`src/tkf_pkg.sv`:
```
`default_nettype none
package tkf_pkg;

  // field widths fixed by the item format
  localparam int unsigned FieldW = 31;
  localparam int unsigned KeyW   = 2 * FieldW;
  localparam int unsigned CfgW   = 5;

  // reset value of the keep count register
  localparam logic [CfgW-1:0] KeepReset = CfgW'(16);

  // command codes
  localparam logic CmdAdd    = 1'b0;
  localparam logic CmdFinish = 1'b1;

  // sequencer states
  typedef enum logic {
    StIdle,
    StDrain
  } state_e;

  // what one cell hands to its neighbours
  typedef struct packed {
    logic            valid;
    logic            stay;
    logic [KeyW-1:0] key;
  } link_t;

  // per-cycle operation for the whole row
  typedef struct packed {
    logic insert;
    logic shift;
  } cell_ctrl_t;

endpackage
`default_nettype wire

```
`src/tkf_cell.sv`:
```
`default_nettype none
module tkf_cell
  import tkf_pkg::*;
(
  input  wire logic            clk_i,
  input  wire logic            rst_ni,
  input  wire cell_ctrl_t      ctrl_i,
  input  wire logic            limit_i,
  input  wire logic [KeyW-1:0] new_key_i,
  input  wire link_t           prev_i,
  input  wire link_t           next_i,
  output link_t                link_o
);

  logic            valid_q, valid_d;
  logic [KeyW-1:0] key_q, key_d;
  logic            stay;

  // entry ranks at least as high as the new pair, so it keeps its place
  assign stay = valid_q && (key_q >= new_key_i);

  assign link_o.valid = valid_q;
  assign link_o.stay  = stay;
  assign link_o.key   = key_q;

  // insert: hold, take the new pair, or take the neighbour above
  // shift: move up one place towards the head during readout
  always_comb begin
    valid_d = valid_q;
    key_d   = key_q;
    if (ctrl_i.shift) begin
      valid_d = next_i.valid;
      key_d   = next_i.key;
    end else if (ctrl_i.insert) begin
      valid_d = limit_i && (valid_q || prev_i.valid);
      if (!stay) begin
        if (prev_i.stay) begin
          key_d = new_key_i;
        end else begin
          key_d = prev_i.key;
        end
      end
    end
  end

  always_ff @(posedge clk_i or negedge rst_ni) begin
    if (!rst_ni) begin
      valid_q <= 1'b0;
    end else begin
      valid_q <= valid_d;
    end
  end

  always_ff @(posedge clk_i) begin
    key_q <= key_d;
  end

endmodule
`default_nettype wire

```
`src/top_k_by_term_frequency_unit.sv`:
```
`default_nettype none
// Keeps the best k (term frequency, document id) pairs of a set in a row of K_MAX sorted
// cells, best first, ranked by frequency and then by document id. An add item is taken
// every cycle and inserted in that cycle: each cell compares its entry with the new pair
// and holds, takes the pair, or takes its upper neighbour's entry. A finish item reads the
// row out through an output register, one ranked entry per cycle while the consumer takes
// them, shifting the row towards its head; an empty set gives a single result with
// has_entry 0, and no item is accepted until the final result has been loaded.
// keep_count 0 acts as 1, values above K_MAX as K_MAX.
module top_k_by_term_frequency_unit
  import tkf_pkg::*;
#(
  parameter int unsigned K_MAX = 16
) (
  input  wire logic              clk_i,
  input  wire logic              rst_ni,
  input  wire logic              cfg_we_i,
  input  wire logic [CfgW-1:0]   cfg_data_i,
  input  wire logic              in_valid_i,
  output logic                   in_ready_o,
  input  wire logic              cmd_i,
  input  wire logic [FieldW-1:0] doc_id_i,
  input  wire logic [FieldW-1:0] term_freq_i,
  output logic                   out_valid_o,
  input  wire logic              out_ready_i,
  output logic [FieldW-1:0]      doc_id_res_o,
  output logic [FieldW-1:0]      term_freq_res_o,
  output logic                   has_entry_o,
  output logic                   last_o
);

  state_e              state_q, state_d;
  logic [CfgW-1:0]     keep_q;
  logic                out_valid_q, out_valid_d;
  logic [KeyW-1:0]     out_key_q, out_key_d;
  logic                out_has_q, out_has_d;
  logic                out_last_q, out_last_d;
  logic                in_acc;
  logic                out_free;
  logic [KeyW-1:0]     new_key;
  cell_ctrl_t          ctrl;
  link_t               links [K_MAX];
  link_t               prevs [K_MAX];
  link_t               nexts [K_MAX];
  logic [K_MAX-1:0]    limit;

  assign in_ready_o = (state_q == StIdle);
  assign in_acc     = in_valid_i && in_ready_o;
  assign out_free   = !out_valid_q || out_ready_i;
  assign new_key    = {term_freq_i, doc_id_i};

  // keep count register
  always_ff @(posedge clk_i or negedge rst_ni) begin
    if (!rst_ni) begin
      keep_q <= KeepReset;
    end else if (cfg_we_i) begin
      keep_q <= cfg_data_i;
    end
  end

  // row of cells with neighbour wiring
  for (genvar g = 0; g < K_MAX; g++) begin : g_cell
    localparam int unsigned Idx = g;

    assign limit[g] = (keep_q == '0) ? (Idx == 0) : (32'(keep_q) > Idx);

    if (g == 0) begin : g_head
      assign prevs[g] = '{valid: 1'b1, stay: 1'b1, key: '0};
    end else begin : g_body
      assign prevs[g] = links[g-1];
    end

    if (g == K_MAX - 1) begin : g_tail
      assign nexts[g] = '{valid: 1'b0, stay: 1'b0, key: '0};
    end else begin : g_inner
      assign nexts[g] = links[g+1];
    end

    tkf_cell u_cell (
      .clk_i     (clk_i),
      .rst_ni    (rst_ni),
      .ctrl_i    (ctrl),
      .limit_i   (limit[g]),
      .new_key_i (new_key),
      .prev_i    (prevs[g]),
      .next_i    (nexts[g]),
      .link_o    (links[g])
    );
  end

  // sequencer: inserts in idle, readout from the head of the row in drain
  always_comb begin
    state_d     = state_q;
    ctrl        = '{insert: 1'b0, shift: 1'b0};
    out_valid_d = out_valid_q && !out_ready_i;
    out_key_d   = out_key_q;
    out_has_d   = out_has_q;
    out_last_d  = out_last_q;
    case (state_q)
      StIdle: begin
        if (in_acc) begin
          if (cmd_i == CmdFinish) begin
            state_d = StDrain;
          end else begin
            ctrl.insert = 1'b1;
          end
        end
      end
      StDrain: begin
        if (out_free) begin
          out_valid_d = 1'b1;
          out_has_d   = links[0].valid;
          out_key_d   = links[0].valid ? links[0].key : '0;
          out_last_d  = !nexts[0].valid;
          ctrl.shift  = 1'b1;
          if (!nexts[0].valid) begin
            state_d = StIdle;
          end
        end
      end
      default: begin
        state_d = StIdle;
      end
    endcase
  end

  always_ff @(posedge clk_i or negedge rst_ni) begin
    if (!rst_ni) begin
      state_q     <= StIdle;
      out_valid_q <= 1'b0;
    end else begin
      state_q     <= state_d;
      out_valid_q <= out_valid_d;
    end
  end

  // output payload
  always_ff @(posedge clk_i) begin
    out_key_q  <= out_key_d;
    out_has_q  <= out_has_d;
    out_last_q <= out_last_d;
  end

  assign out_valid_o     = out_valid_q;
  assign doc_id_res_o    = out_key_q[FieldW-1:0];
  assign term_freq_res_o = out_key_q[KeyW-1:FieldW];
  assign has_entry_o     = out_has_q;
  assign last_o          = out_last_q;

endmodule
`default_nettype wire

```
`config.mk`:
```
export PLATFORM = sky130hd
export DESIGN_NAME = top_k_by_term_frequency_unit
export DESIGN_NICKNAME = d
export VERILOG_FILES = /design/src/tkf_pkg.sv /design/src/tkf_cell.sv /design/src/top_k_by_term_frequency_unit.sv
export SDC_FILE = /design/constraint.sdc
export NUM_CORES = 2
export LEC_CHECK = 0
export BUFFER_PORTS_ARGS = -buffer_cell sky130_fd_sc_hd__buf_4
export CAP_MARGIN = 20
export CORE_UTILIZATION = 60
export CTS_CLUSTER_DIAMETER = 50
export CTS_CLUSTER_SIZE = 25
export DETAILED_ROUTE_END_ITERATION = 16
export GPL_TIMING_DRIVEN = 0
export MAX_ROUTING_LAYER = met4
export PLACE_DENSITY = 0.84
export SYNTH_ARGS = -nofsm -noshare
export SYNTH_HDL_FRONTEND = slang
export SYNTH_SLANG_ARGS = --single-unit
```
`constraint.sdc`:
```
create_clock -name clk_i -period 10.65 [get_ports clk_i]
set_input_delay 1.5975 -clock clk_i [delete_from_list [all_inputs] [get_ports clk_i]]
set_output_delay 1.5975 -clock clk_i [all_outputs]
set_load 0.05 [all_outputs]
```
=== After elaboration in Yosys (flattened, before gate mapping) ===
Index checks and enable logic that the tools add are counted.

* Magnitude comparators: 32
* Eq/ne operators: 15
* Multiplexer cells: 120
* Bitwise gates (word level): 2
* Reduce and logical (&&, ||, !) cells: 71

{| class="wikitable"
|+ Operators with widths
! operator !! number
|-
| two-way mux 62 bit || 60
|-
| greater-or-equal comparator 62 bit || 16
|-
| two-way mux 1 bit || 59
|-
| greater-than comparator 5 x 4 -> 1 bit, second input constant || 8
|-
| AND reduction 2 bit || 17
|-
| logical AND 1 bit || 33
|-
| != test 2 bit, second input constant || 15
|-
| greater-than comparator 5 x 3 -> 1 bit, second input constant || 4
|-
| logical OR 1 bit || 16
|-
| greater-than comparator 5 x 1 -> 1 bit, second input constant || 2
|-
| greater-than comparator 5 x 2 -> 1 bit, second input constant || 2
|-
| logical NOT 5 bit || 1
|-
| logical NOT 1 bit || 3
|-
| inverter 1 bit || 2
|-
| case mux 1 bit (2 select lines) || 1
|-
| nonzero test 2 bit || 1
|}

* Register bits: 1,079
* Logic and storage cells: 278

=== Depth between registers and ports, before layout ===
* Depth after elaboration: 6
* Depth in mapped cells: 14
* Depth with buffers taken out: 11

=== Hierarchy ===
A second synthesis with hierarchy kept.

* Cell total of the unflattened synthesis: 8,101
* Area, all modules: 78,220.0 µm²

{| class="wikitable"
|+ By module, submodules not included
! module !! times used !! cells each !! area each (µm²)
|-
| tkf_cell || 16 || 495 || 4,715.8
|-
| top_k_by_term_frequency_unit || 1 || 181 || 2,767.7
|}

=== Least setup slack after synthesis ===
Ideal clock, no wire load.

* Kind: input-to-reg
* Start: input port doc_id_i[3]
* End: register g_cell[8].u_cell.key_q[0] (enable)
* Arrival: 8.468 ns
* Path slack: 1.614 ns
* Stages: 13
* Buffers on the path: 3
* Path through: clkbuf_1 inv_1 ha_1 a21o_1 a21o_1 a221oi_1 o31ai_1 a21oi_1 a21oi_1 o41a_1 buf_2 buf_2 o21ai_0

* Longest elaborated chain between the ends: 4

{| class="wikitable"
|+ RTL lines
! element !! RTL line !! RTL
|-
| from (decl) || top_k_by_term_frequency_unit.sv:22 || <nowiki>input wire logic [FieldW-1:0] doc_id_i,</nowiki>
|-
| greater-or-equal comparator 62 bit || tkf_cell.sv:20 || <nowiki>assign stay = valid_q && (key_q >= new_key_i);</nowiki>
|-
| logical AND 1 bit || tkf_cell.sv:20 ||
|-
| != test 2 bit (no source line) || - ||
|-
| AND reduction 2 bit (no source line) || - ||
|-
| to (signal assigned) || tkf_cell.sv:55 || <nowiki>key_q <= key_d;</nowiki>
|-
| to (decl) || tkf_cell.sv:16 || <nowiki>logic [KeyW-1:0] key_q, key_d;</nowiki>
|}

Every way passes these cells.
A chain may end at the register's enable or synchronous reset.

=== Worst setup path after layout ===
* Start: input port doc_id_i[8]
* End: register g_cell[13].u_cell.key_q[43] (data pin)

* Longest elaborated chain between the ends: 6

{| class="wikitable"
|+ RTL lines
! element !! RTL line !! RTL
|-
| greater-or-equal comparator 62 bit || tkf_cell.sv:20 ||
|-
| logical AND 1 bit || tkf_cell.sv:20 ||
|-
| two-way mux 62 bit || tkf_cell.sv:37 || <nowiki>if (prev_i.stay) begin</nowiki>
|-
| two-way mux 62 bit || tkf_cell.sv:36 || <nowiki>if (!stay) begin</nowiki>
|-
| two-way mux 62 bit || tkf_cell.sv:34 || <nowiki>end else if (ctrl_i.insert) begin</nowiki>
|-
| two-way mux 62 bit || tkf_cell.sv:31 || <nowiki>if (ctrl_i.shift) begin</nowiki>
|-
| net g_cell[13].u_cell.key_d[43] || tkf_cell.sv:16 ||
|-
| to (signal assigned) || tkf_cell.sv:55 ||
|-
| to (decl) || tkf_cell.sv:16 ||
|}

The timed path passes the listed nets, and every way through them passes these cells. The select of a mux whose other input is x is not followed.

==> metrics.md <==
| Metric | Value |
|---|---|
| Outcome | completed |
| CTS tree | done |
| Critical R2R Capture | g_cell[13].u_cell.key_q[43]$_DFFE_PP_ |
| Clock sinks | 1079 |
| Final setup vio count | 0 |
| Routability cong. | roughly 1.1 |
| # DRC | 0 |
| CP startpoint kind | input pin |
| Main flop type after synthesis | edfxtp_1 |
| Clock skew | ~0.045 ns |
| Mapped Area | ~76000 um2 |
| Worst slew pin tran | between 1 and 1.5 ns |
| Die Width | around 360 um |
| Port Buffers | 77 |
| Max cap viols | 0 |
| RSZ-0062 raised after global routing | no |
| Count leader, synth | o21ai_0 |
| Cts hold-fix bufs | 0 |
| Rel. slew slack | 0.1119 |
| First-pass GRT wire length | between 400 and 500 mm |
| Vias | 71060 |
| Pleak | about 33 nW |
| R2R cell count | 12 |
| Fin. max-slew vios | 0 |
| CTS Buf Count | 145 |
| Core Region | 125700 um2 |
| Initial antenna violation count | 28 |
| Crit-path max FO | 18 |
| Dpl hpwl | between 200 and 300 mm |
| Initial Utilization | 0.6054 |
| Worst r2r src | g_cell[12].u_cell.key_q[7]$_DFFE_PP_ |
| CP arrival | between 8 and 9 ns |
| Detailed Route WL | between 300 and 400 mm |
| Total chip power | between 0.03 and 0.04 W |
| Routed len/inst | between 30 and 40 um |
| Post-synthesis cell type with the largest combined area | edfxtp_1 |
| F_max | approximately 120 MHz |
| Routed vias/inst | approximately 7.3 |
| I/O pins | about 140 |
| P&R area growth vs syn | 12.43% |
| Critical Path Start | doc_id_i[8] |
| Synthesized flop and latch total | roughly 1100 |
| Core Rows | 130 |
| Final ANT Viol Nets | 0 |
| EDFF count, synth | between 900 and 1000 |
| Worst VDD drop | slightly above 0.2 mV |
| Top post-synthesis cells by area | edfxtp_1 39%, ha_1 16%, mux2i_1 11%, o21ai_0 7.5%, nand2_1 5.0% |
| Worst-skew pair later-pin latency | between 0.8 and 0.9 ns |
| Design Area, Final | between 80000 and 90000 um2 |
| Die H | around 360 um |
| Die area | between 100000 and 150000 um2 |
| Setup slack at placement | 1.749 ns |
| Clock Path Buffers | 3 |
| Mapped Cells | ~7600 |
| Fraction of layout cells with a size suffix above 1 | 0.07210 |
| Clk root buf | clkbuf_16 |
| Placed inst area | 80520 um2 |
| Resize count post-CTS | 0 |
| Synthesized net count | roughly 8600 |
| Hold EP | g_cell[4].u_cell.valid_q$_DFFE_PN0P_ |
| Grt total ovfl | 0 |
| Min-delay src | g_cell[5].u_cell.valid_q$_DFFE_PN0P_ |
| Synth top area share | 0.3922 |
| Final min period | 8.434 ns |
| Final hold viol count | 0 |
| Synth cell count leaders | 1135 x o21ai_0, 1022 x nand2_1, 994 x edfxtp_1 |
| Critical Path Sink Type | flop |
| Hold path depth | 2 |
| Maximum number of pins on one net before global-route repair | 45 |
| Setup TNS | 0 ns |
| Clk slew on worst S/H paths | about 0.07 ns |
| Path type of the worst setup path | input pin to flop |
| Synth Warn # | 0 |
| Async SR Flop Fraction | 0.02132 |
| Final WS setup | approximately 2.2 ns |
| Sequential fraction of the synthesis area | 0.4160 |
| Post-CTS Repair Setup Buffers | 0 |
| Fin nets | between 8000 and 9000 |
| Vias in the first global route | 64990 |
| Number of DRC markers in iteration 0 | 13720 |
| Mean Syn Cell Area | about 10 um2 |
| R2r setup slk | approximately 3.9 ns |
| GRT Util Overall | 0.5306 |
| Cell variety after synth | 63 |
| Required time worst endpoint | 11.21 ns |
| H-tree depth | 4 |
| Pwr dens | around 350 nW/um2 |
| Drt pass-1 iters | 10 |
| Final core utilization | 0.6806 |
| Final period util | 0.7919 |
| Hold Crit Class | flop to flop |
## how the worst max path moves through the flow
| stage | slack, ns | cells past startpoint | endpoint |
|---|---|---|---|
| after global routing | 2.61 | 14 | g_cell[13].u_cell.key_q[6]$_DFFE_PP_ |
| final | 2.22 | 14 | g_cell[13].u_cell.key_q[43]$_DFFE_PP_ |
| after global placement | -5.56 | 13 | g_cell[13].u_cell.key_q[25]$_DFFE_PP_ |
| after detailed placement | 1.75 | 13 | g_cell[13].u_cell.key_q[6]$_DFFE_PP_ |
| after CTS | 2.56 | 13 | g_cell[13].u_cell.key_q[6]$_DFFE_PP_ |
| after floorplan | 1.61 | 13 | g_cell[8].u_cell.key_q[0]$_DFFE_PP_ |
## cells in the final DEF (no fill, tap or decap), drive strengths merged, types with 21 or more instances in the layout
master	Yosys	layout
edfxtp	994	994
buf	105	271
o21ai	1144	1144
o31ai	83	83
dfxtp	62	62
nor3	145	145
a31oi	31	31
inv	124	155
a21oi	398	398
nand2	1022	1022
nor4	111	111
nor2b	21	21
clkinv	0	40
and2	61	61
nand4	269	269
dfrtp	22	22
nor3b	62	62
and4	35	35
diode	0	41
o221a	62	62
clkbuf	437	607
mux2i	806	806
ha	992	992
a211oi	25	25
nand3	44	44
nor2	122	122
a221oi	43	43
a21o	228	228
## critical path: stages
cell and delay (ns):
clkbuf_1 0.47, inv_1 0.64, ha_1 0.54, nand4_1 0.37, nor4_1 0.49, buf_2 0.28, o21ai_0 0.36, o21ai_0 0.61
o211ai_1 0.39, a311oi_1 1.11, nand3_1 0.84, buf_16 0.43, clkbuf_1 0.44, o221a_1 0.40
## through the flow
stage	cells	hold slack [ns]
final	9680	0.5530
after global routing	9665	0.5801
after CTS	9637	0.5414
after detailed placement	9371	0.5288
after global placement	9283	0.5037
after floorplan	7556	0.4718
## flip-flops by register name (all words and copies together), names as in the netlist
name and cells:
g_cell.u_cell.key_q 992, state_q 1, has_entry_o 1, last_o 1, out_valid_o 1, keep_q 5
g_cell.u_cell.valid_q 16, out_key_q 62
## metal layers
layer,up-vias,part of all wire,GRT usage
met3,1233,0.15,0.1780
li1,29520,-,-
met1,34080,0.37,0.6733
met4,0,0.089,0.3841
met5,-,0,-
met2,6226,0.39,0.6986
## cells by family (layout without fill, tap and decap cells)
family | Yosys count | in the layout | synth area share
compound gates | 2091 | 2091 | 0.1599
simple gates | 1917 | 1917 | 0.1193
flops | 1079 | 1079 | 0.4160
fa+ha+maj | 992 | 992 | 0.1631
mux | 811 | 811 | 0.1067
buf+inv | 666 | 1099 | 0.03493
other cells | 0 | 41 | 0
## where the power goes
group	internal, W	switching, W	leakage [nW]	total [W]
Clock	0.00297	0.00219	2.37	0.00515
Combinational	0.00472	0.00989	20.3	0.0146
Sequential	0.00822	0.00238	10.5	0.0106
Total	0.0159	0.0145	33.2	0.0304
## layout make-up
| class | count | area (um2) |
|---|---|---|
| antenna | 41 | 102.6 |
| buffer | 542 | 2208 |
| clock buffer | 170 | 3902 |
| clock inverter | 96 | 1011 |
| fill | 9703 | 40160 |
| inverter | 124 | 465.4 |
| multi-input combinational | 5811 | 42080 |
| sequential | 1079 | 31670 |
| tap | 1650 | 2064 |
| timing repair buffer | 167 | 2071 |
Power figures use the tool's default switching activity.
